===== config.mk =====
export PLATFORM = sky130hd
export DESIGN_NAME = bwm_calc
export DESIGN_NICKNAME = d
export VERILOG_FILES = /design/src/rtl/core/bwm_pkg.sv /design/src/rtl/core/bwm_calc.sv
export SDC_FILE = /design/constraint.sdc
export NUM_CORES = 2
export LEC_CHECK = 0
export ABC_CLOCK_PERIOD_IN_PS = 20100
export BUFFER_PORTS_ARGS = -buffer_cell sky130_fd_sc_hd__buf_2
export CORE_ASPECT_RATIO = 0.5
export CORE_MARGIN = 4
export CORE_UTILIZATION = 44
export CTS_CLUSTER_DIAMETER = 120
export DETAILED_ROUTE_END_ITERATION = 8
export PLACE_DENSITY = 0.7
export SLEW_MARGIN = 20
export SYNTH_ARGS = -nofsm -noshare
export SYNTH_HDL_FRONTEND = slang
export SYNTH_SLANG_ARGS = --single-unit

===== constraint.sdc =====
create_clock -name i_clk -period 20.1 [get_ports i_clk]
set_input_delay 4.02 -clock i_clk [delete_from_list [all_inputs] [get_ports i_clk]]
set_output_delay 4.02 -clock i_clk [all_outputs]
set_load 0.05 [all_outputs]

===== src/rtl/core/bwm_pkg.sv =====
// Package for the weighted-mid book unit: constants, structs, state types.
// No dependencies.
package bwm_pkg;

    localparam int SUBJECTS = 1024;
    localparam int ADDR_W   = (SUBJECTS > 1) ? $clog2(SUBJECTS) : 1;
    localparam int ENTRY_W  = 96;   // {value 64, volume 32}
    localparam int ACC_W    = 98;   // signed numerator sum
    localparam int NUM_W    = 97;   // numerator magnitude
    localparam int DEN_W    = 33;   // volume sum
    localparam int REM_W    = 35;
    localparam int DIV_CNT_W = $clog2(NUM_W);

    localparam logic [3:0] HDR_BYTES  = 4'd10;
    localparam logic [3:0] UPD_LAST   = 4'd13;
    localparam logic [7:0] SIDE_DEMAND = 8'd0;
    localparam logic [7:0] SIDE_SUPPLY = 8'd1;

    typedef struct packed {
        logic              en;
        logic              supply;
        logic [ADDR_W-1:0] addr;
        logic [63:0]       value;
        logic [31:0]       volume;
    } t_wr_req;

    typedef struct packed {
        logic        en;
        logic        has_result;
        logic [31:0] subject;
    } t_msg_end;

    typedef enum logic [2:0] {
        S_CLEAR, S_IDLE, S_WAIT, S_READ, S_LOAD, S_CALC, S_OUT
    } t_top_state;

    typedef enum logic [2:0] {
        C_IDLE, C_MUL, C_PREP, C_DIV, C_DONE
    } t_calc_state;

endpackage


===== src/rtl/core/bwm_calc.sv =====
// Weighted cross price: 32x32 partial-product multiply, then restoring divide.
// Depends on bwm_pkg.
module bwm_calc import bwm_pkg::*; (
    input  logic               i_clk,
    input  logic               i_rst_n,
    input  logic               i_start,
    input  logic               i_zero,
    input  logic [63:0]        i_dm_value,
    input  logic [31:0]        i_dm_volume,
    input  logic [63:0]        i_sp_value,
    input  logic [31:0]        i_sp_volume,
    output logic               o_done,
    output logic signed [63:0] o_score
);
    t_calc_state         r_state, n_state;
    logic [63:0]         r_mag [2];
    logic                r_sgn [2];
    logic [31:0]         r_vol [2];
    logic [DEN_W-1:0]    r_den;
    logic [2:0]          r_step;
    logic [63:0]         r_prod;
    logic                r_pneg, r_psh, r_pvld;
    logic [ACC_W-1:0]    r_acc;
    logic [NUM_W-1:0]    r_nq;
    logic [REM_W-1:0]    r_rem;
    logic [DIV_CNT_W-1:0] r_cnt;
    logic                r_neg;
    logic [DEN_W-1:0]    v_den;
    logic [95:0]         v_term;
    logic [ACC_W-1:0]    v_sterm;
    logic [ACC_W-1:0]    v_mag;
    logic [REM_W-1:0]    v_trial;
    logic                v_qbit;
    logic [31:0]         v_half;

    assign v_den   = DEN_W'(i_dm_volume) + DEN_W'(i_sp_volume);
    assign v_term  = r_psh ? {r_prod, 32'd0} : {32'd0, r_prod};
    assign v_sterm = r_pneg ? ACC_W'(-{2'b00, v_term}) : {2'b00, v_term};
    assign v_mag   = r_acc[ACC_W-1] ? ACC_W'(-r_acc) : r_acc;
    assign v_trial = {r_rem[REM_W-2:0], r_nq[NUM_W-1]};
    assign v_qbit  = (v_trial >= REM_W'(r_den));
    assign v_half  = r_step[0] ? r_mag[r_step[1]][63:32] : r_mag[r_step[1]][31:0];

    always_comb begin
        n_state = r_state;
        case (r_state)
            C_IDLE:  if (i_start) begin
                n_state = (i_zero || v_den == '0) ? C_DONE : C_MUL;
            end
            C_MUL:   if (r_step == 3'd4) begin
                n_state = C_PREP;
            end
            C_PREP:  n_state = C_DIV;
            C_DIV:   if (r_cnt == DIV_CNT_W'(NUM_W - 1)) begin
                n_state = C_DONE;
            end
            C_DONE:  n_state = C_IDLE;
            default: n_state = C_IDLE;
        endcase
    end

    always_ff @(posedge i_clk) begin
        if (!i_rst_n) begin
            r_state <= C_IDLE;
            r_pvld  <= 1'b0;
        end else begin
            r_state <= n_state;
            r_pvld  <= (r_state == C_MUL) && (r_step != 3'd4);
        end
    end

    always_ff @(posedge i_clk) begin
        case (r_state)
            C_IDLE: begin
                r_mag[0] <= i_dm_value[63] ? 64'(-i_dm_value) : i_dm_value;
                r_sgn[0] <= i_dm_value[63];
                r_vol[0] <= i_sp_volume;
                r_mag[1] <= i_sp_value[63] ? 64'(-i_sp_value) : i_sp_value;
                r_sgn[1] <= i_sp_value[63];
                r_vol[1] <= i_dm_volume;
                r_den    <= v_den;
                r_step   <= '0;
                r_acc    <= '0;
                r_nq     <= '0;
                r_neg    <= 1'b0;
            end
            C_MUL: begin
                if (r_step != 3'd4) begin
                    r_prod <= 64'(v_half) * 64'(r_vol[r_step[1]]);
                    r_pneg <= r_sgn[r_step[1]];
                    r_psh  <= r_step[0];
                    r_step <= 3'(r_step + 3'd1);
                end
                if (r_pvld) begin
                    r_acc <= ACC_W'(r_acc + v_sterm);
                end
            end
            C_PREP: begin
                r_nq  <= v_mag[NUM_W-1:0];
                r_neg <= r_acc[ACC_W-1];
                r_rem <= '0;
                r_cnt <= '0;
            end
            C_DIV: begin
                r_rem <= v_qbit ? REM_W'(v_trial - REM_W'(r_den)) : v_trial;
                r_nq  <= {r_nq[NUM_W-2:0], v_qbit};
                r_cnt <= DIV_CNT_W'(r_cnt + 1'b1);
            end
            default: ;
        endcase
    end

    assign o_done  = (r_state == C_DONE);
    assign o_score = r_neg ? 64'(-r_nq[63:0]) : r_nq[63:0];
endmodule


==> results.yml <==
place:
  dpl_cell_area_um2: 75200
  dpl.hpwl_um: 184000
  gp_congestion: 1.02
  portBuffers: 260
worst_setup_path:
  critPathSlowestCell: "o21a_1"
  crit_type: "flip-flop to flip-flop"
  reg2reg_depth: 27
  crit_start: "r_step[0]"
  cp-start-kind: "flip-flop"
  cp_top_family: "adder cells"
  crit_path_max_fanout: 59
  cp-end-kind: "flip-flop"
  max_stage_delay_ns: 0.92
  required_ns: 20.50
  crit_path_frequent_cell: "fa_1"
  arrival_ns: 11.12
  r2r_end: "r_prod[62]"
  critPathBufInv: 4
  r2r-start: "r_step[0]"
  reg2reg_slack_ns: 9.38
hold_path:
  min_to: "r_nq[94]"
  hold_depth: 2
  min_from: "r_nq[93]"
  hold_class: "flip-flop to flip-flop"
clock_tree:
  htree_levels: 2
  clk_latency_ns: 0.69
  clock_path_buffers: 3
  cts_buffers: 55
  cts_setup_buffers: 0
  cts_tree: "done"
  cts_hold_buf: 0
  cts.clk_slew.worst_paths_ns: 0.06
  clock-sinks: 538
  postCtsResizedCells: 0
  cts_root_buffer: "clkbuf_16"
logic_synthesis:
  synthesis.area_um2: 71600
  synth_adder_area_share: 0.327
  syn_nets: 9471
  synth_top_area_share: 0.251
  synth_compound_area_frac: 0.126
  synth_edf_count: 533
  synth_cell_types: 83
  muxShareOfSynthArea: 0.0292
  synthTopCellsByArea: "fa_1 25%, edfxtp_1 22%, ha_1 7.6%"
  synthSimpleGateAreaFrac: 0.153
  async_reset_ff_frac: 0
  synth_flop_cell: "edfxtp_1"
  synth_top_family_by_area: "adder cells"
  seq_area_frac_synth: 0.225
  synth.avg_cell_area_um2: 9.02
  yosys.area.top_type: "fa_1"
  synthCells: 7942
  ys_ff_latch: 538
  post_synth_xor_area_fraction: 0.0635
  yosys_warnings: 0
finish:
  stdcell_area_um2: 77100
  syn2layout_area_growth_pct: 7.67
  layout_commonest_cell: "inv_1"
  most-common-layout-cells: "1,077 x inv_1, 913 x nor2_1, 899 x fa_1, 878 x nand2_1, 533 x edfxtp_1"
  final_layout_size_suffix_gt1_frac: 0.0796
  finalNetCount: 9507
  fin_util: 0.478
  multi_input_area_um2: 50200
  seqCellArea_um2: 16100
  nFillCells: 15200
route:
  num_vias: 59100
  drc_errors: 0
  ant_nets: 0
  drt_iter0_markers: 6019
  dr.pass1.iters: 7
  totalWireLength_um: 236000
  wl_per_cell_um: 23.1
  post_drt_via_cell_ratio: 5.78
floorplanning:
  core_um2: 161000
  start_util: 0.444
  die_h_um: 293
  die_w_um: 578
  dieArea_um2: 170000
  num_io_pins: 261
  rows: 104
timing:
  rsz0062_at_grt: "no"
  finalHoldViolations: 0
  fin_crit_ns: 10.72
  slew_violations: 0
  maxClockFrequency_mhz: 93.3
  slew_headroom: 0.218
  finClkSkew_ns: 0.0869
  setup_viol: 0
  finalCritPeriodShare: 0.533
  max_slew.worst_pin.slew_ns: 1.15
  setup_tns_ns: 0
global_routing:
  grt_max_degree: 181
  antenna_found_initial: 27
  gr-total-overflow: 0
  grt_pass1_wl_um: 357000
  track_usage: 0.275
  grt_pass1_vias: 58100
job:
  drv_cap: 0
outcome:
  status: "complete, no violations"
per-stage QoR:
| step | std cells | setup slack, ns | hold slack, ns |
|---|---|---|---|
| after global routing | 10200 | 8.78 | 0.556 |
| after global placement | 10100 | 9.68 | 0.506 |
| final | 10200 | 9.38 | 0.528 |
| after detailed placement | 10100 | 9.47 | 0.511 |
| after CTS | 10200 | 9.51 | 0.531 |
| after floorplan | 7942 | 1.48 | 0.496 |
logic make-up after synthesis:
logic type / after synthesis
simple gates: 2468
compound gates: 1421
mux: 200
buf+inv: 1463
fa+ha+maj: 1333
flops: 538
xor+xnor: 519
tightest hold or removal path: cells and delay by family (launching register included):
kind	cells	cell delay, ns
DFF	1	0.32
AOI/OAI and AO/OA	1	0.06
and+or+nand+nor	1	0.04
flip-flops by register name, indices dropped and copies added, names as in the netlist, named ones only:
name,cells
r_mag,128
r_acc,98
r_nq,97
r_prod,64
r_vol,64
r_rem,34
r_den,33
r_cnt,7
r_state,3
r_step,3
r_sgn,2
r_neg,1
r_pneg,1
r_psh,1
r_pvld,1
cell type report:
cell class / instances / area share
multi-input cells: 5941 / 0.652
flip-flops and latches: 538 / 0.209
clock inverters: 42 / 0.00583
clock buffers: 60 / 0.0181
inverters: 1077 / 0.0524
well taps: 2173 / 0.0353
repair buffers: 365 / 0.0273
diodes: 18 / 0.000584
per-layer routing:
layer	vias up	global-route usage	wire length, um
li1	26600	-	-
met1	28700	0.375	96900
met2	3145	0.414	100000
met3	614	0.0838	28300
met4	18	0.0993	11000
met5	-	0	108
how the worst max path moves through the flow:
stage | endpoint | cells after the start
final | r_prod[62] | 27
after global routing | r_prod[62] | 28
after CTS | r_prod[61] | 28
after detailed placement | r_prod[61] | 28
after global placement | r_prod[57] | 28
after floorplan | r_state[2] | 4
Yosys cell counts (all sizes together) (16+ instances only):
cell type	n
a211oi	34
a21boi	16
a21o	137
a21oi	319
a31oi	33
and2	33
and3	32
buf	25
clkbuf	361
edfxtp	533
fa	899
ha	434
inv	1077
mux2	69
mux2i	131
nand2	880
nand2b	45
nand3	84
nand4	80
nor2	913
nor2b	33
nor3	122
nor3b	22
nor4	33
o211ai	21
o21a	81
o21ai	435
o21bai	55
o31ai	117
o41ai	49
or2	29
or3	71
or4	49
xnor2	310
xor2	209
Power is left out: the tool's default activity adds up to more than one toggle a clock period on the data nets, which glitch-free logic cannot reach.
