### src/rtl/core/bwm_pkg.sv
// Package for the weighted-mid book unit: constants, structs, state types.
// No dependencies.
package bwm_pkg;

    localparam int SUBJECTS = 1024;
    localparam int ADDR_W   = (SUBJECTS > 1) ? $clog2(SUBJECTS) : 1;
    localparam int ENTRY_W  = 96;   // {value 64, volume 32}
    localparam int ACC_W    = 98;   // signed numerator sum
    localparam int NUM_W    = 97;   // numerator magnitude
    localparam int DEN_W    = 33;   // volume sum
    localparam int REM_W    = 35;
    localparam int DIV_CNT_W = $clog2(NUM_W);

    localparam logic [3:0] HDR_BYTES  = 4'd10;
    localparam logic [3:0] UPD_LAST   = 4'd13;
    localparam logic [7:0] SIDE_DEMAND = 8'd0;
    localparam logic [7:0] SIDE_SUPPLY = 8'd1;

    typedef struct packed {
        logic              en;
        logic              supply;
        logic [ADDR_W-1:0] addr;
        logic [63:0]       value;
        logic [31:0]       volume;
    } t_wr_req;

    typedef struct packed {
        logic        en;
        logic        has_result;
        logic [31:0] subject;
    } t_msg_end;

    typedef enum logic [2:0] {
        S_CLEAR, S_IDLE, S_WAIT, S_READ, S_LOAD, S_CALC, S_OUT
    } t_top_state;

    typedef enum logic [2:0] {
        C_IDLE, C_MUL, C_PREP, C_DIV, C_DONE
    } t_calc_state;

endpackage

### src/rtl/core/bwm_parse.sv
// Byte-stream parser: header, update assembly, level-0 store requests.
// Depends on bwm_pkg.
module bwm_parse import bwm_pkg::*; (
    input  logic       i_clk,
    input  logic       i_rst_n,
    input  logic       i_accept,
    input  logic [7:0] i_byte,
    input  logic       i_last,
    output t_wr_req    o_wr,
    output t_msg_end   o_end
);
    logic [3:0]  r_hpos, n_hpos;
    logic [3:0]  r_upos, n_upos;
    logic [31:0] r_subj, n_subj;
    logic [15:0] r_cnt, n_cnt;
    logic [7:0]  r_level, n_level;
    logic [7:0]  r_side, n_side;
    logic [63:0] r_value, n_value;
    logic [31:0] r_vol, n_vol;
    logic        r_done, n_done;
    t_wr_req     r_wr, n_wr;
    t_msg_end    r_end, n_end;
    logic [3:0]  v_off;
    logic [3:0]  v_voff;

    always_comb begin
        n_hpos = r_hpos; n_upos = r_upos; n_subj = r_subj; n_cnt = r_cnt;
        n_level = r_level; n_side = r_side; n_value = r_value; n_vol = r_vol;
        n_done = r_done;
        n_wr = '0;
        n_end = '0;
        v_off = 4'(r_upos - 4'd2);
        v_voff = 4'(r_upos - 4'd10);
        if (i_accept) begin
            if (r_hpos < HDR_BYTES) begin
                if (r_hpos >= 4'd4 && r_hpos < 4'd8) begin
                    n_subj[8*r_hpos[1:0] +: 8] = i_byte;
                end else if (r_hpos >= 4'd8) begin
                    n_cnt[8*r_hpos[0] +: 8] = i_byte;
                end
                n_hpos = 4'(r_hpos + 4'd1);
                if (n_hpos == HDR_BYTES) begin
                    n_done = (n_cnt == 16'd0);
                end
            end else if (!r_done) begin
                if (r_upos == 4'd0) begin
                    n_level = i_byte;
                    n_value = '0;
                    n_vol   = '0;
                end else if (r_upos == 4'd1) begin
                    n_side = i_byte;
                end else if (r_upos < 4'd10) begin
                    n_value[8*v_off[2:0] +: 8] = i_byte;
                end else begin
                    n_vol[8*v_voff[1:0] +: 8] = i_byte;   // 10..13 -> lanes 0..3
                end
                if (r_upos == UPD_LAST) begin
                    n_upos       = '0;
                    n_wr.en      = (r_level == 8'd0) && (r_subj < 32'(SUBJECTS))
                                   && (r_side == SIDE_DEMAND || r_side == SIDE_SUPPLY);
                    n_wr.supply  = (r_side == SIDE_SUPPLY);
                    n_wr.addr    = r_subj[ADDR_W-1:0];
                    n_wr.value   = r_value;
                    n_wr.volume  = {i_byte, r_vol[23:0]};
                    n_cnt        = 16'(r_cnt - 16'd1);
                    if (n_cnt == 16'd0) begin
                        n_done = 1'b1;
                    end
                end else begin
                    n_upos = 4'(r_upos + 4'd1);
                end
            end
            if (i_last) begin
                n_end.en         = 1'b1;
                n_end.has_result = (n_hpos >= HDR_BYTES);
                n_end.subject    = n_subj;
                n_hpos = '0; n_upos = '0; n_subj = '0; n_cnt = '0;
                n_level = '0; n_side = '0; n_value = '0; n_vol = '0;
                n_done = 1'b0;
            end
        end
    end

    always_ff @(posedge i_clk) begin
        if (!i_rst_n) begin
            r_hpos <= '0; r_upos <= '0; r_subj <= '0; r_cnt <= '0;
            r_level <= '0; r_side <= '0; r_value <= '0; r_vol <= '0;
            r_done <= 1'b0;
            r_wr <= '0;
            r_end <= '0;
        end else begin
            r_hpos <= n_hpos; r_upos <= n_upos; r_subj <= n_subj; r_cnt <= n_cnt;
            r_level <= n_level; r_side <= n_side; r_value <= n_value; r_vol <= n_vol;
            r_done <= n_done;
            r_wr <= n_wr;
            r_end <= n_end;
        end
    end

    assign o_wr  = r_wr;
    assign o_end = r_end;
endmodule

### config.mk
export PLATFORM = sky130hd
export DESIGN_NAME = bwm_parse
export DESIGN_NICKNAME = d
export VERILOG_FILES = /design/src/rtl/core/bwm_pkg.sv /design/src/rtl/core/bwm_parse.sv
export SDC_FILE = /design/constraint.sdc
export NUM_CORES = 1
export LEC_CHECK = 0
export BUFFER_PORTS_ARGS = -buffer_cell sky130_fd_sc_hd__buf_2
export CAP_MARGIN = 15
export CORE_MARGIN = 10
export CORE_UTILIZATION = 52
export CTS_CLUSTER_SIZE = 12
export DETAILED_ROUTE_END_ITERATION = 10
export PLACE_DENSITY = 0.76
export SLEW_MARGIN = 40
export SYNTH_ARGS = -nofsm -noshare
export SYNTH_HDL_FRONTEND = slang
export SYNTH_SLANG_ARGS = --single-unit
### constraint.sdc
create_clock -name i_clk -period 2.2 [get_ports i_clk]
set_clock_uncertainty 0.05 [all_clocks]
set_input_delay 0.22 -clock i_clk [delete_from_list [all_inputs] [get_ports i_clk]]
set_output_delay 0.22 -clock i_clk [all_outputs]
set_load 0.02 [all_outputs]
==> reports/results.txt <==
Pwr Total = 11.0 mW
H-tree Lvls = 1
Slew Limit Fails = 0
Buf+Inv Stages, Crit Path = 3
Worst r2r src = r_upos[1]
Area growth from synthesis to layout = 24.0%
Failing checks = setup timing
Number of synthesized flops with an enable pin = 0
Placer congestion estimate = 0.932
Clk pwr share = 0.448
Initial antenna violation count = 1
Max Buffers Root-to-Sink = 3
Final instance area = 0.0145 mm^2
Clock Pin Slew Worst Setup and Hold Paths = 0.06 ns
Crit-path max FO = 7
Pwr/cell area = 758 mW/mm^2
Synth async-reset ratio = 0
Slew headroom = 0.634
Vias = 9718
# DRC = 0
Type of the tightest min-delay check = primary input to flip-flop
Top cell type's share of synthesized area = 0.518
Clock Sinks = 303
Core footprint = 0.0220 mm^2
Reg2reg setup slack = -0.05 ns
Global-route wire length before repair = 51.2 mm
Largest cells by area after synthesis = dfxtp_1 (52%), and2_1 (6.3%), a22oi_1 (4.4%), nor2b_1 (3.4%), nor2_1 (2.7%)
ANT nets after route = 0
Max IR drop VDD = 464 uV
Die X = 170 um
Layout Cells excl Fill = 1700
Initial DRT Pass Iterations = 7
Crit path DAT = 2.64 ns
Vias in the first global route = 9482
Gate power share = 0.051
Hold path depth = 3
Inserted Diodes = 0
Final setup violation count = 6
CP max stage delay = 0.58 ns
Starting Density = 0.533
Top FF cell, synth = dfxtp_1
Layout cell share with drive strength beyond 1 = 0.272
HPWL Detailed = 21.9 mm
Top cell by count, worst path = buf_4
GR Overflow Total = 0
Yosys cell types = 77
Cell Int Power = 8.55 mW
Setup crit start kind = flip-flop
Seq/Total Area, Yosys = 0.518
Leakage = 5.97 nW
Largest net degree at the start of global routing = 58
Worst path cell trace = inv_4, ha_4, or4b_4, nor2_4, a2111o_1, buf_4, buf_4, nor3_1, a21oi_1, nor2b_1
NetSw = 2.46 mW
Total wire length = 32.5 mm
Outcome = finished with violations
CP delay by family, top = simple AND/OR/NAND/NOR gates
CP max-delay cell = or4b_4
Crit share post-route = 1.02
Clk_lat worst skew = 0.56 ns
Reg-to-reg critical path endpoint = r_vol[7]
Setup WS post-layout = -0.0456 ns
Hold_buf cts = 0
DP Area = 0.0133 mm^2
Setup_tns = -0.121 ns
Synth Area per Inst = 9.79 um^2
Switching part of the total power = 0.223
Worst Path Required = 2.59 ns
Layout Utilization = 0.661
Inserted Clock Buffers = 31
IO Pins = 154
CTS tree = built
Max cap viols = 0
Vias per std cell = 5.72
Synthesized Nets = 1226
Synth area leader = dfxtp_1
Routed len/inst = 19.1 um
Yosys reg bits = 303
Hold Crit Start = i_byte[5]
RSZ-0062 raised after global routing = yes
Fmax = 445 MHz
Die area = 0.0289 mm^2
Warnings, synthesis = 0
Placed Instances = 1646
WS Path Type = flip-flop to flip-flop
Worst R2R Path Depth = 10
1st-iter DRT viols = 698
Min-Delay Endpoint = r_value[37]
IO Port Bufs = 153
GR Util All Layers = 0.214
Final hold vios = 0
Clock root buffer = clkbuf_16
# rows = 54
Worst Setup End Kind = flip-flop
Minimum clock period = 2.25 ns
Die H = 170 um
Final #Nets = 1436
Cells after synthesis = 1196
Sequential power share = 0.501
Worst slew pin tran = 0.543 ns
Synthesized area = 0.0117 mm^2
-- worst max path at each step --
stage                    from     endpoint  slack, ns  depth (start not counted)
global route        r_upos[1]     r_vol[9]      -0.12                          9
detailed placement   r_cnt[0]       r_done      -0.12                          9
floorplan           r_upos[0]  r_value[34]       0.01                          9
global placement     r_cnt[0]       r_done      -0.19                          9
CTS                 r_upos[1]     r_vol[3]      0.005                          7
finish              r_upos[1]     r_vol[7]      -0.05                         10
-- per-layer routing --
metal,vias to the layer above,share of wire,global-route usage
met1,4624,0.42,0.272
met4,2,0.019,0.0534
met2,394,0.48,0.362
met3,64,0.078,0.0465
met5,-,0.00062,0
li1,4634,-,-
-- cell type report --
cell class	instances	area, um^2
well taps	280	350
clock inverters	6	100
inverters	22	87.6
flip-flops and latches	303	6080
multi-input cells	788	5450
fillers	1729	7440
repair buffers	260	1620
clock buffers	41	833
-- Yosys cell counts (4+ instances only) --
| master | n |
|---|---|
| dfxtp_1 | 303 |
| and2_1 | 117 |
| nor2_1 | 84 |
| nand2_1 | 74 |
| a22oi_1 | 69 |
| nor2b_1 | 64 |
| clkbuf_1 | 62 |
| nand3_1 | 36 |
| a21oi_1 | 35 |
| a22o_1 | 30 |
| a21boi_0 | 28 |
| o21ai_0 | 25 |
| a32o_1 | 22 |
| inv_1 | 21 |
| ha_1 | 18 |
| nor4_1 | 18 |
| nor3_1 | 17 |
| mux2i_1 | 12 |
| buf_2 | 11 |
| and3_1 | 9 |
| a211oi_1 | 6 |
| a21o_1 | 6 |
| nand4_1 | 6 |
| o221a_2 | 6 |
| o32ai_1 | 6 |
| a21boi_1 | 5 |
| a21oi_4 | 5 |
| a31oi_1 | 4 |
| nand2b_1 | 4 |
| nor3_2 | 4 |
| o22a_1 | 4 |
| o31ai_1 | 4 |
| or4_1 | 4 |
| xnor2_1 | 4 |
-- power groups by stage --
stage          clock (mW)  combinational, mW  sequential, mW
2_1_floorplan           0              0.301            5.63
6_report             4.93              0.558            5.51
3_3_place_gp            0              0.506            5.63
3_5_place_dp            0              0.511            5.63
4_1_cts              4.99              0.519            5.51
5_1_grt              5.21              0.595            5.51
-- cell families after synthesis --
family | share of synthesized area
adders and majority gates | 0.0192
xor gates and xnor gates | 0.00449
buffers and inverters | 0.0378
and+or+nand+nor | 0.226
muxes | 0.0103
DFF | 0.518
AOI/OAI and AO/OA | 0.184
-- metrics by stage --
stage | hold slack, ns | worst slack, ns
after floorplan | 0.341 | 0.0123
after global placement | 0.388 | -0.186
after CTS | 0.0397 | 0.00549
final | 0.0546 | -0.0456
after detailed placement | 0.390 | -0.121
after global routing | 0.0636 | -0.121
-- cells in the final DEF (no fill, tap or decap), types with 5 or more instances in the layout --
| master | netlist | routed |
|---|---|---|
| o21ai_0 | 25 | 25 |
| clkbuf_16 | 0 | 31 |
| inv_1 | 21 | 18 |
| a32o_1 | 22 | 22 |
| a21o_1 | 6 | 6 |
| mux2i_1 | 12 | 12 |
| a21boi_0 | 28 | 26 |
| nor3_1 | 17 | 14 |
| nand2_2 | 3 | 6 |
| nand2_1 | 74 | 71 |
| and3_1 | 9 | 5 |
| nor2_1 | 84 | 82 |
| nand4_1 | 6 | 6 |
| a211oi_1 | 6 | 6 |
| buf_2 | 11 | 154 |
| a22oi_1 | 69 | 67 |
| o32ai_1 | 6 | 6 |
| dfxtp_1 | 303 | 299 |
| and2_1 | 117 | 116 |
| ha_1 | 18 | 12 |
| nand3_1 | 36 | 35 |
| nor4_1 | 18 | 16 |
| clkbuf_1 | 62 | 8 |
| a22o_1 | 30 | 30 |
| nor2b_1 | 64 | 62 |
| o221a_2 | 6 | 6 |
| a21oi_4 | 5 | 6 |
| a21oi_1 | 35 | 34 |
| buf_4 | 3 | 100 |
-- flip-flops by register name, summed over array words and instances, names as in the netlist --
signal   flops
o_end       34
o_wr       108
r_cnt       16
r_done       1
r_hpos       4
r_level      8
r_side       8
r_subj      32
r_upos       4
r_value     64
r_vol       24
-- worst min-delay path, stage by stage --
cell	delay, ns
buf_2	0.20
nand3_1	0.10
a21boi_0	0.07
-- repair_timing --
action                     4_1_cts  5_1_grt
setup endpoints to repair       49       97
gates resized for setup         12       49
hold endpoints to repair         0        0
pin swaps                        6       27
setup buffers                    1        5
cloned                           0        1
Power figures use the tool's default switching activity.
