File: src/rtl/core/bwm_ram.sv
// Generic simple dual-port RAM, one write and one registered read port.
// No dependencies.
module bwm_ram #(
    parameter int WIDTH = 8,
    parameter int DEPTH = 16,
    parameter int AW    = (DEPTH > 1) ? $clog2(DEPTH) : 1
) (
    input  logic             i_clk,
    input  logic             i_we,
    input  logic [AW-1:0]    i_waddr,
    input  logic [WIDTH-1:0] i_wdata,
    input  logic             i_re,
    input  logic [AW-1:0]    i_raddr,
    output logic [WIDTH-1:0] o_rdata
);
    logic [WIDTH-1:0] r_mem [DEPTH];
    logic [WIDTH-1:0] r_rdata;

    always_ff @(posedge i_clk) begin
        if (i_we) begin
            r_mem[i_waddr] <= i_wdata;
        end
        if (i_re) begin
            r_rdata <= r_mem[i_raddr];
        end
    end

    assign o_rdata = r_rdata;
endmodule

File: config.mk
export PLATFORM = sky130hd
export DESIGN_NAME = bwm_ram
export DESIGN_NICKNAME = d
export VERILOG_FILES = /design/src/rtl/core/bwm_ram.sv
export SDC_FILE = /design/constraint.sdc
export NUM_CORES = 1
export LEC_CHECK = 0
export BUFFER_PORTS_ARGS = -buffer_cell sky130_fd_sc_hd__buf_2
export CAP_MARGIN = 20
export CORE_ASPECT_RATIO = 1.2
export CORE_MARGIN = 4
export CORE_UTILIZATION = 65
export CTS_CLUSTER_SIZE = 10
export DETAILED_ROUTE_END_ITERATION = 7
export MAX_ROUTING_LAYER = met4
export PLACE_DENSITY_LB_ADDON = 0.1
export SLEW_MARGIN = 20
export SYNTH_ARGS = -nofsm -noshare
export SYNTH_HDL_FRONTEND = slang
export SYNTH_SLANG_ARGS = --single-unit
File: constraint.sdc
create_clock -name i_clk -period 5.4 [get_ports i_clk]
set_clock_uncertainty 0.2 [all_clocks]
set_input_delay 0 -clock i_clk [delete_from_list [all_inputs] [get_ports i_clk]]
set_output_delay 0 -clock i_clk [all_outputs]
set_load 0.01 [all_outputs]
==> metrics.txt, run 1 <==
ANT nets after route 0; fin crit share 37.3%; Arrival @ worst endpoint 1970 ps; Die ar. 0.00955 mm2; fin nets 302; routed vias 2535; clock sinks 136; maximum clock frequency between 400 and 500 MHz; largest net degree at the start of global routing 33; TritonCTS clock tree yes; Least-Margin Pin Slew 1070 ps; first-pass GRT wire length roughly 16000 um; layout cells sized above 1 26.7%; IO Port Bufs 26; routed length per instance 26.8 um; Clock Latency Late Sink between 500 and 600 ps; post-CTS setup buffer count 0; vias in the first global route 2666; die width 89.9 um; EDFF count, synth ~140; Fin. Hold Viols 0; fin util 79.4%; crit end category register; total power around 0.0024 W; hold depth 4; Synth Register Bits 136; Synth area leaders edfxtp_1 78%, mux4_2 7.8%, mux4_1 7.0%, a22oi_1 2.3%, nor2_1 0.93%; CP Class in -> reg; Worst EP required 5360 ps; Avg Inst Size Synth ~23 um2; outcome finished clean; sequential fraction of the synthesis area approximately four fifths; CTS root buf clkbuf_8; area fraction of the dominant cell type after synthesis 78.1%; area leader, netlist edfxtp_1; R2R setup slack 3680 ps; drt drc 0; core area 0.00775 mm2; # IOs 27; CTS Buf Count 17; pins over their slew limit 0; Synth cell types 18; vias per cell roughly 6.5; Die Ht between 100 and 150 um; Net Switching 0.000503 W; switching share of power 21.0%; antenna violations before repair 0; logic gate share of total power 4.8%; number of diodes 0; peak supply drop 0.000441 V; Tmin final 2010 ps; asr flop ratio synth 0%; gpl congestion 0.743; routed wire length 10400 um; worst r2r path cells 3; starting density of the core between 60% and 70%; worst min path class in -> reg; syn nets 248; initial DRC count around 280; CP Launch Type input pin; Reg power frac about 50%; Area Growth Syn to Fin 17.7%; post-synthesis cell area 0.00523 mm2; leak pwr just over 2 nW; Clk network pwr share 45.3%; first drt pass iteration count 5; Final setup viols 0; H-tree levels 4; Yosys warnings 0; max cap viols 0; Max-slew headroom between 20% and 30%; Cell Rows 35; Hold WS roughly 210 ps; PwrDens between 300 and 400 mW/mm2; Worst-path clk slew 60 ps; Crit Path Max Fanout 8; Global Route Usage Sum 25.0%; buffer depth of the longest clock path 2; Post-Syn Instances about 230; Fin Setup TNS 0 ps; RSZ-0062 raised after global routing false; total gr overflow 0; Primary FF master, synth edfxtp_1; internal power roughly 0.0019 W
## cells by family (layout without fill, tap and decap cells)
kind of cell           count (synthesis)  count (layout)  synth area share, %
AND/OR/NAND/NOR                       35              35                 3.14
multiplexers                          32              32                 14.8
AO/OA/AOI/OAI                         16              16                 2.30
buffers and inverters                 10              77                 1.65
flip-flops                           136             136                 78.1
## registers in the layout, summed over array words and instances (netlist names)
signal,flops
o_rdata,8
r_mem,128
## layer usage
layer / vias up / wire length [um] / global-route usage (%)
li1: 1091 / - / -
met1: 1299 / 4260 / 33.6
met2: 130 / 5340 / 38.5
met3: 15 / 664 / 6.58
met4: 0 / 144 / 7.55
met5: - / 0 / -
## power by group through the flow
| stage | clock network, W | logic [W] | registers (W) |
|---|---|---|---|
| 6_report | 0.00109 | 0.000114 | 0.00120 |
| 5_1_grt | 0.00116 | 0.000124 | 0.00120 |
| 4_1_cts | 0.00109 | 0.000114 | 0.00120 |
| 3_5_place_dp | 0 | 0.000104 | 0.00122 |
| 3_3_place_gp | 0 | 0.000101 | 0.00122 |
| 2_1_floorplan | 0 | 0.0000600 | 0.00122 |
## synthesized netlist by cell type (2+ instances only)
cell type	n
edfxtp_1	136
mux4_2	18
a22oi_1	16
mux4_1	14
nor2_1	13
nand2_1	9
nor3_1	4
buf_2	3
buf_6	3
clkdlybuf4s25_2	3
nand2b_1	2
nand3b_1	2
## path summary, 6_finish.rpt
kind / startpoint / end
worst max register to register: r_mem[9][4] / o_rdata[4]
worst min register to register: r_mem[12][3] / o_rdata[3]
worst max-delay path: i_we / r_mem[12][2]
worst min-delay path: i_raddr[1] / o_rdata[2]
## placed cells by master, fill, tap and decap left out, drive strengths merged, types with 3 or more instances in the layout
master       count
dlygate4sd3     17
a22oi           16
clkinvlp         6
mux4            32
nor3             4
clkinv           4
buf             28
inv              3
clkbuf          17
nor2            13
nand2            9
edfxtp         136
## area by class of cell
class,count,area [um2]
Sequential cell,136,4080
Fill cell,387,1600
Multi-Input combinational cell,83,1070
Clock buffer,17,414
Timing Repair Buffer,45,318
Clock inverter,15,153
Tap cell,92,115
## repair_timing
item	4_1_cts	5_1_grt
hold buffers	17	0
resized for setup	0	0
endpoints found under the hold margin	218	0
## critical path, stage by stage
cell	delay, ps
dlygate4sd3_1	540
buf_2	140
nand3_1	200
nor3_2	210
dlygate4sd3_1	880
## through the flow
stage | setup WS, ps | instance area, um2 | instances
after CTS | 3390 | 6150 | 388
after global routing | 3380 | 6150 | 388
after detailed placement | 3060 | 5410 | 339
after global placement | 3030 | 5410 | 339
final | 3390 | 6150 | 388
after floorplan | 3710 | 5230 | 229
Note: power is estimated with default switching activity, not from simulation.
==> run 2, diff against run 1 <==
Settings changed: CORE_UTILIZATION 65 to 60.
Clock period 5.4 ns to 1.87 ns, I/O delays scaled along.
==> metrics.txt, run 2 (synthesis gave the netlist of run 1 again) <==
largest net degree at the start of global routing 22 (was 33); TritonCTS clock tree yes (unchanged); Clock Latency Late Sink 520 ps (about the same); ANT nets after route 0 (unchanged); CTS Buf Count 17 (unchanged); switching share of power 20.3% (was 21.0%); Least-Margin Pin Slew 465 ps (was 1070 ps); Die ar. 0.0103 mm2 (was 0.00955 mm2); hold_buf cts 19 (was 17); Global Route Usage Sum 22.4% (was 25.0%); Tmin final approximately 1800 ps; DPL Wire Length 6040 um; number of fill cells in the layout 500 (was 387); fin nets 327 (was 302); crit end category register (unchanged); vias in the first global route 2726 (was 2666); Arrival @ worst endpoint 1850 ps (was 1970 ps); R2R Path End o_rdata[0] (was o_rdata[4]); routed vias 2588 (was 2535); Crit Path Max Fanout 4 (was 8); Max-slew headroom 68.9% (was 28.4%); Area Growth Syn to Fin 22.9% (was 17.7%); max cap viols 0 (unchanged); logic gate share of total power 5.0% (was 4.8%); IO Port Bufs 26 (unchanged); buffer depth of the longest clock path 2 (unchanged); post_cts resized 0 (unchanged); GR met1 Demand/Resource 28.3% (was 33.6%); number of diodes 0 (unchanged); first-pass GRT wire length 15500 um (was 16300 um); Cell Rows 37 (was 35); Fin Setup TNS 0 ps (unchanged); Fin. Hold Viols 0 (unchanged); Slowest cell on crit path dlygate4sd3_1 (unchanged); total gr overflow 0 (unchanged); routed length per instance 22.5 um (was 26.8 um); RSZ-0062 raised after global routing false (unchanged); worst-path cell chain dlygate4sd3_1, buf_2, nand3b_1, nor3_1, dlygate4sd3_1, buf_4 (was dlygate4sd3_1, buf_2, nand3_1, nor3_2, dlygate4sd3_1); max reg flops 128 (unchanged); most frequent cells in the layout 136 x edfxtp_1, 26 x buf_2, 22 x buf_4, 19 x dlygate4sd3_1, 18 x mux4_2 (was 136 x edfxtp_1, 25 x buf_2, 18 x mux4_2, 17 x dlygate4sd3_1); post-CTS setup buffer count 0 (unchanged); Largest Register r_mem (unchanged); RR Startpoint r_mem[1][0] (was r_mem[9][4]); CP startpoint i_waddr[3] (was i_we); worst min path class in -> reg (unchanged); Final setup viols 0 (unchanged); drt drc 0 (unchanged); layout cells sized above 1 31.2% (was 26.7%); pins over their slew limit 0 (unchanged); CP Launch Type input pin (unchanged); gpl congestion 0.768 (was 0.743); most used cell, CP dlygate4sd3_1 (unchanged); grt met2 use 36.3% (was 38.5%); vias per cell 5.91 (was 6.53); peak supply drop 0.000929 V (was 0.000441 V); first drt pass iteration count 4 (was 5); fin crit share 96.8%; Net Switching 0.00143 W (was 0.000503 W); DP Cell Count 387 (was 339); Worst path max stage delay 600 ps (was 880 ps); Clk network pwr share 46.1% (was 45.3%); R2R setup slack 210 ps (was 3680 ps); PwrDens 1100 mW/mm2 (was 390 mW/mm2); total power 0.00707 W (was 0.00240 W); M3 GR Usage 4.68% (was 6.58%); routed wire length 9840 um (was 10400 um); CP Class in -> reg (unchanged); Hold WS 41.0 ps (was 214 ps); final instance area 0.00642 mm2 (was 0.00615 mm2); Worst-path clk slew 60 ps (about the same); starting density of the core 61.4% (was 67.4%); # IOs 27 (unchanged); outcome finished clean (unchanged); leak pwr 2.23 nW (was 2.05 nW); hold depth 5 (was 4); Worst EP required 1900 ps (was 5360 ps); internal power 0.00563 W (was 0.00189 W); core area 0.00852 mm2 (was 0.00775 mm2); die width 93.2 um (was 89.9 um); maximum clock frequency 552 MHz; Die Ht 110 um (was 106 um); H-tree levels 4 (unchanged); Layout Cells excl Fill 438 (was 388); busiest grt layer met2 (unchanged); Hold Startpoint i_raddr[0] (was i_raddr[1]); worst r2r path cells 3 (unchanged); area post-placement 0.00564 mm2 (was 0.00541 mm2); antenna violations before repair 0 (unchanged); clock sinks 136 (unchanged); most common cell after layout, fill and taps aside edfxtp_1 (unchanged); crit path to r_mem[4][0] (was r_mem[12][2]); Reg power frac 48.8% (was 49.9%); initial DRC count 216 (was 279); CTS root buf clkbuf_8 (unchanged)
==> run 2: cell count changes in the layout (fill, tap and decap cells not counted) <==
cell | before | now
clkinv_2 | 1 | 2
bufinv_16 | 2 | 3
clkinvlp_4 | 6 | 1
clkinv_4 | 1 | 5
dlygate4sd3_1 | 17 | 19
nor3_1 | 2 | 4
buf_12 | 0 | 3
buf_2 | 25 | 26
nor3_2 | 2 | 0
inv_6 | 3 | 2
buf_4 | 3 | 22
==> run 2: metrics by stage <==
stage          utilization [%]  setup WS [ps]
2_1_floorplan                -            177
3_3_place_gp              66.2            138
3_5_place_dp              66.2            132
4_1_cts                   75.4           99.3
5_1_grt                   75.4           27.3
6_report                  75.4           59.0
==> run 2: how the worst min path moves through the flow <==
stage | to
global route | o_rdata[0]
CTS | o_rdata[0]
global placement | r_mem[4][2]
floorplan | r_mem[0][0]
detailed placement | o_rdata[1]
finish | o_rdata[0]
==> run 2: worst max-delay path, delay by kind of cell <==
kind | cells | cell delay (ps)
buf+inv | 4 | 1450
simple gates | 2 | 390
==> run 2: power by group through the flow <==
| stage | logic (W) | registers, W | clock network, W |
|---|---|---|---|
| global placement | 0.000317 | 0.00351 | 0 |
| CTS | 0.000358 | 0.00345 | 0.00329 |
| global route | 0.000387 | 0.00346 | 0.00345 |
| detailed placement | 0.000324 | 0.00352 | 0 |
| floorplan | 0.000173 | 0.00352 | 0 |
| finish | 0.000357 | 0.00345 | 0.00326 |
==> run 2: cell type report <==
cell class                      count  area (um2)  share of cell area, %
Sequential cell                   136        4080                   63.6
Multi-Input combinational cell     83        1060                   16.5
Timing Repair Buffer               70         546                   8.49
Clock buffer                       17         414                   6.45
Clock inverter                     15         176                   2.75
Tap cell                          117         146                   2.28
==> run 2: per-layer routing <==
layer  share of wire, %  routed length, um  vias up
li1                   -                  -     1141
met1                 42               4120     1365
met2                 52               5080       70
met3                4.9                482       12
met4                1.5                145        0
met5                  0                  0        -
==> run 3, diff against run 2 <==
Settings changed: ABC_AREA set to 1, CORE_UTILIZATION 60 to 61, GPL_TIMING_DRIVEN set to 0, RECOVER_POWER set to 50.
==> metrics.txt, run 3 <==
Fin. Hold Viols 0 (unchanged); die width 97.4 um (was 93.2 um); Least-Margin Pin Slew 969 ps (was 465 ps); first drt pass iteration count 6 (was 4); Arrival @ worst endpoint 1740 ps (was 1850 ps); area leader, netlist edfxtp_1 (unchanged); Worst EP required 1810 ps (was 1900 ps); top-count cell post-synth nand2_1 (was edfxtp_1); R2R Path End o_rdata[7] (was o_rdata[0]); max reg flops 128 (unchanged); buffer depth of the longest clock path 2 (unchanged); crit path buf inv count 2 (was 4); core area 0.00918 mm2 (was 0.00852 mm2); Final setup viols 0 (unchanged); antenna violations before repair 0 (unchanged); Place WS 163 ps (was 132 ps); ANT nets after route 0 (unchanged); total gr overflow 0 (unchanged); Slowest cell on crit path nor2_1 (was dlygate4sd3_1); RSZ-0062 raised after global routing true (was false); CP Class in -> reg (unchanged); clock sinks 136 (unchanged); starting density of the core 63.7% (was 61.4%); post_cts resized 0 (unchanged); R2R setup slack 480 ps (was 210 ps); Yosys warnings 0 (unchanged); layout cells sized above 1 9.85% (was 31.2%); Synth top cells by count 173 x nand2_1, 136 x edfxtp_1, 100 x inv_1 (was 136 x edfxtp_1, 18 x mux4_2, 16 x a22oi_1); asr flop ratio synth 0% (unchanged); first-pass GRT wire length 21800 um (was 15500 um); outcome finished clean (unchanged); routed wire length 13900 um (was 9840 um); Synth Register Bits 136 (unchanged); drt drc 0 (unchanged); Hold Startpoint i_raddr[0] (unchanged); PwrDens 1000 mW/mm2 (was 1100 mW/mm2); peak supply drop 0.000869 V (was 0.000929 V); largest net degree at the start of global routing 17 (was 22); cell family with most CP delay simple AND/OR/NAND/NOR gates (was buffers and inverters); Worst-path clk slew 50 ps (was 60 ps); EDFF count, synth 136 (unchanged); Tmin final 1790 ps (was 1810 ps); Crit Path Max Fanout 8 (was 4); vias in the first global route 3981 (was 2726); Fin Setup TNS 0 ps (unchanged); worst min path class in -> reg (unchanged); Max-slew headroom 35.2% (was 68.9%); area fraction of the dominant cell type after synthesis 69.8% (was 78.1%); Area Growth Syn to Fin 15.6% (was 22.9%); fin crit share 95.9% (was 96.8%); crit end category register (unchanged); Synth area leaders edfxtp_1 70%, nand2_1 11%, nand3_1 8.3%, inv_1 6.4%, buf_6 1.2% (was edfxtp_1 78%, mux4_2 7.8%, mux4_1 7.0%, a22oi_1 2.3%, nor2_1 0.93%); RR Startpoint r_mem[5][7] (was r_mem[1][0]); Clock Latency Late Sink 520 ps (about the same); Primary FF master, synth edfxtp_1 (unchanged); Avg Inst Size Synth 10.6 um2 (was 22.8 um2); Post-Syn Instances 551 (was 229); pins over their slew limit 0 (unchanged); TritonCTS clock tree yes (unchanged); fin util 73.6% (was 75.4%); Worst path max stage delay 790 ps (was 600 ps); max cap viols 0 (unchanged); H-tree levels 4 (unchanged); syn nets 570 (was 248); vias per cell 5.60 (was 5.91); maximum clock frequency 558 MHz (was 552 MHz); Cell Rows 38 (was 37); worst r2r path cells 6 (was 3); CP startpoint i_waddr[3] (unchanged); most frequent cells in the layout 173 x nand2_1, 136 x edfxtp_1, 100 x inv_1, 97 x nand3_1, 27 x buf_2 (was 136 x edfxtp_1, 26 x buf_2, 22 x buf_4, 19 x dlygate4sd3_1, 18 x mux4_2); Global Route Usage Sum 27.3% (was 22.4%); routed vias 4140 (was 2588); post-CTS setup buffer count 0 (unchanged); CP Launch Type input pin (unchanged); # IOs 27 (unchanged); sequential fraction of the synthesis area 69.8% (was 78.1%); post-synthesis cell area 0.00585 mm2 (was 0.00523 mm2); Final Worst Setup Slack 76.8 ps (was 59.0 ps); Die ar. 0.0112 mm2 (was 0.0103 mm2); fin nets 629 (was 327); CTS Buf Count 17 (unchanged); Die Ht 115 um (was 110 um); number of diodes 0 (unchanged); Largest Register r_mem (unchanged); hold depth 8 (was 5); most common cell after layout, fill and taps aside nand2_1 (was edfxtp_1); gpl congestion 0.894 (was 0.768); total power 0.00677 W (was 0.00707 W); Synth cell types 11 (was 18); initial DRC count 530 (was 216); IO Port Bufs 23 (was 26); leak pwr 2.91 nW (was 2.23 nW); hold path endpoint o_rdata[2] (was o_rdata[0]); worst-path cell chain dlygate4sd3_1, buf_2, nand3b_1, nor2_1 (was dlygate4sd3_1, buf_2, nand3b_1, nor3_1, dlygate4sd3_1, buf_4); routed length per instance 18.7 um (was 22.5 um); CTS root buf clkbuf_8 (unchanged); DPL Wire Length 8720 um (was 6040 um)
run 3: cell types whose count changed in the layout (fill, tap and decap cells not counted), sizes merged, moves of 13 or more:
cell | previous run | this run
inv | 2 | 102
a22oi | 16 | 0
nand2 | 9 | 173
buf | 51 | 38
nand3 | 1 | 97
clkbuf | 17 | 30
mux4 | 32 | 0
run 3: worst max path at each step:
| stage | endpoint | slack (ps) | depth (start not counted) |
|---|---|---|---|
| 6_report | r_mem[7][7] | 80 | 4 |
| 5_1_grt | r_mem[6][6] | -20 | 4 |
| 4_1_cts | r_mem[6][6] | 160 | 4 |
| 3_5_place_dp | r_mem[6][1] | 160 | 3 |
| 3_3_place_gp | r_mem[7][7] | 170 | 3 |
| 2_1_floorplan | r_mem[10][0] | 720 | 2 |
run 3: timing repair:
action                                  4_1_cts  5_1_grt
hold buffers                                 17        0
endpoints found under the hold margin       240        0
endpoints found under the setup margin        0        8
run 3: metal layers:
layer / part of all wire [%] / global-route usage [%] / wire length (um) / up-vias
li1: - / - / - / 1901
met1: 40 / 34.9 / 5500 / 1928
met2: 47 / 41.3 / 6490 / 269
met3: 9.6 / 6.80 / 1330 / 42
met4: 3.8 / 13.1 / 528 / 0
met5: 0 / - / 0 / -
run 3: layout make-up:
class                           instances  area [um2]
Sequential cell                       136        4080
Clock inverter                          7        57.6
Timing Repair Buffer                   40         274
Tap cell                              120         150
Inverter                              102         383
Fill cell                             642        2420
Multi-Input combinational cell        289        1210
Buffer                                 24         166
Clock buffer                           21         429
run 3: worst register-to-register path: cells and delay by family (launching register included):
family,cells,cell delay (ps)
simple gates,5,520
flops,1,360
buf+inv,1,60
run 3: logic make-up (layout without fill, tap and decap cells):
group         after synthesis  in the layout  share of synthesized area [%]
simple gates              289            289                           20.8
flops                     136            136                           69.8
buf+inv                   126            194                           9.39
run 3: stage by stage:
step | cells | instance area (um2) | hold WS [ps]
after floorplan | 551 | 5850 | -101
after global placement | 694 | 6110 | 132
after detailed placement | 694 | 6110 | 145
after CTS | 739 | 6770 | 90.3
after global routing | 739 | 6760 | 145
final | 739 | 6760 | 96.1
run 3: power by group:
group	leakage, nW	internal (W)	switching (W)
clock network	0.242	0.00171	0.00114
logic	1.44	0.000148	0.000321
registers	1.24	0.00344	0.0000157
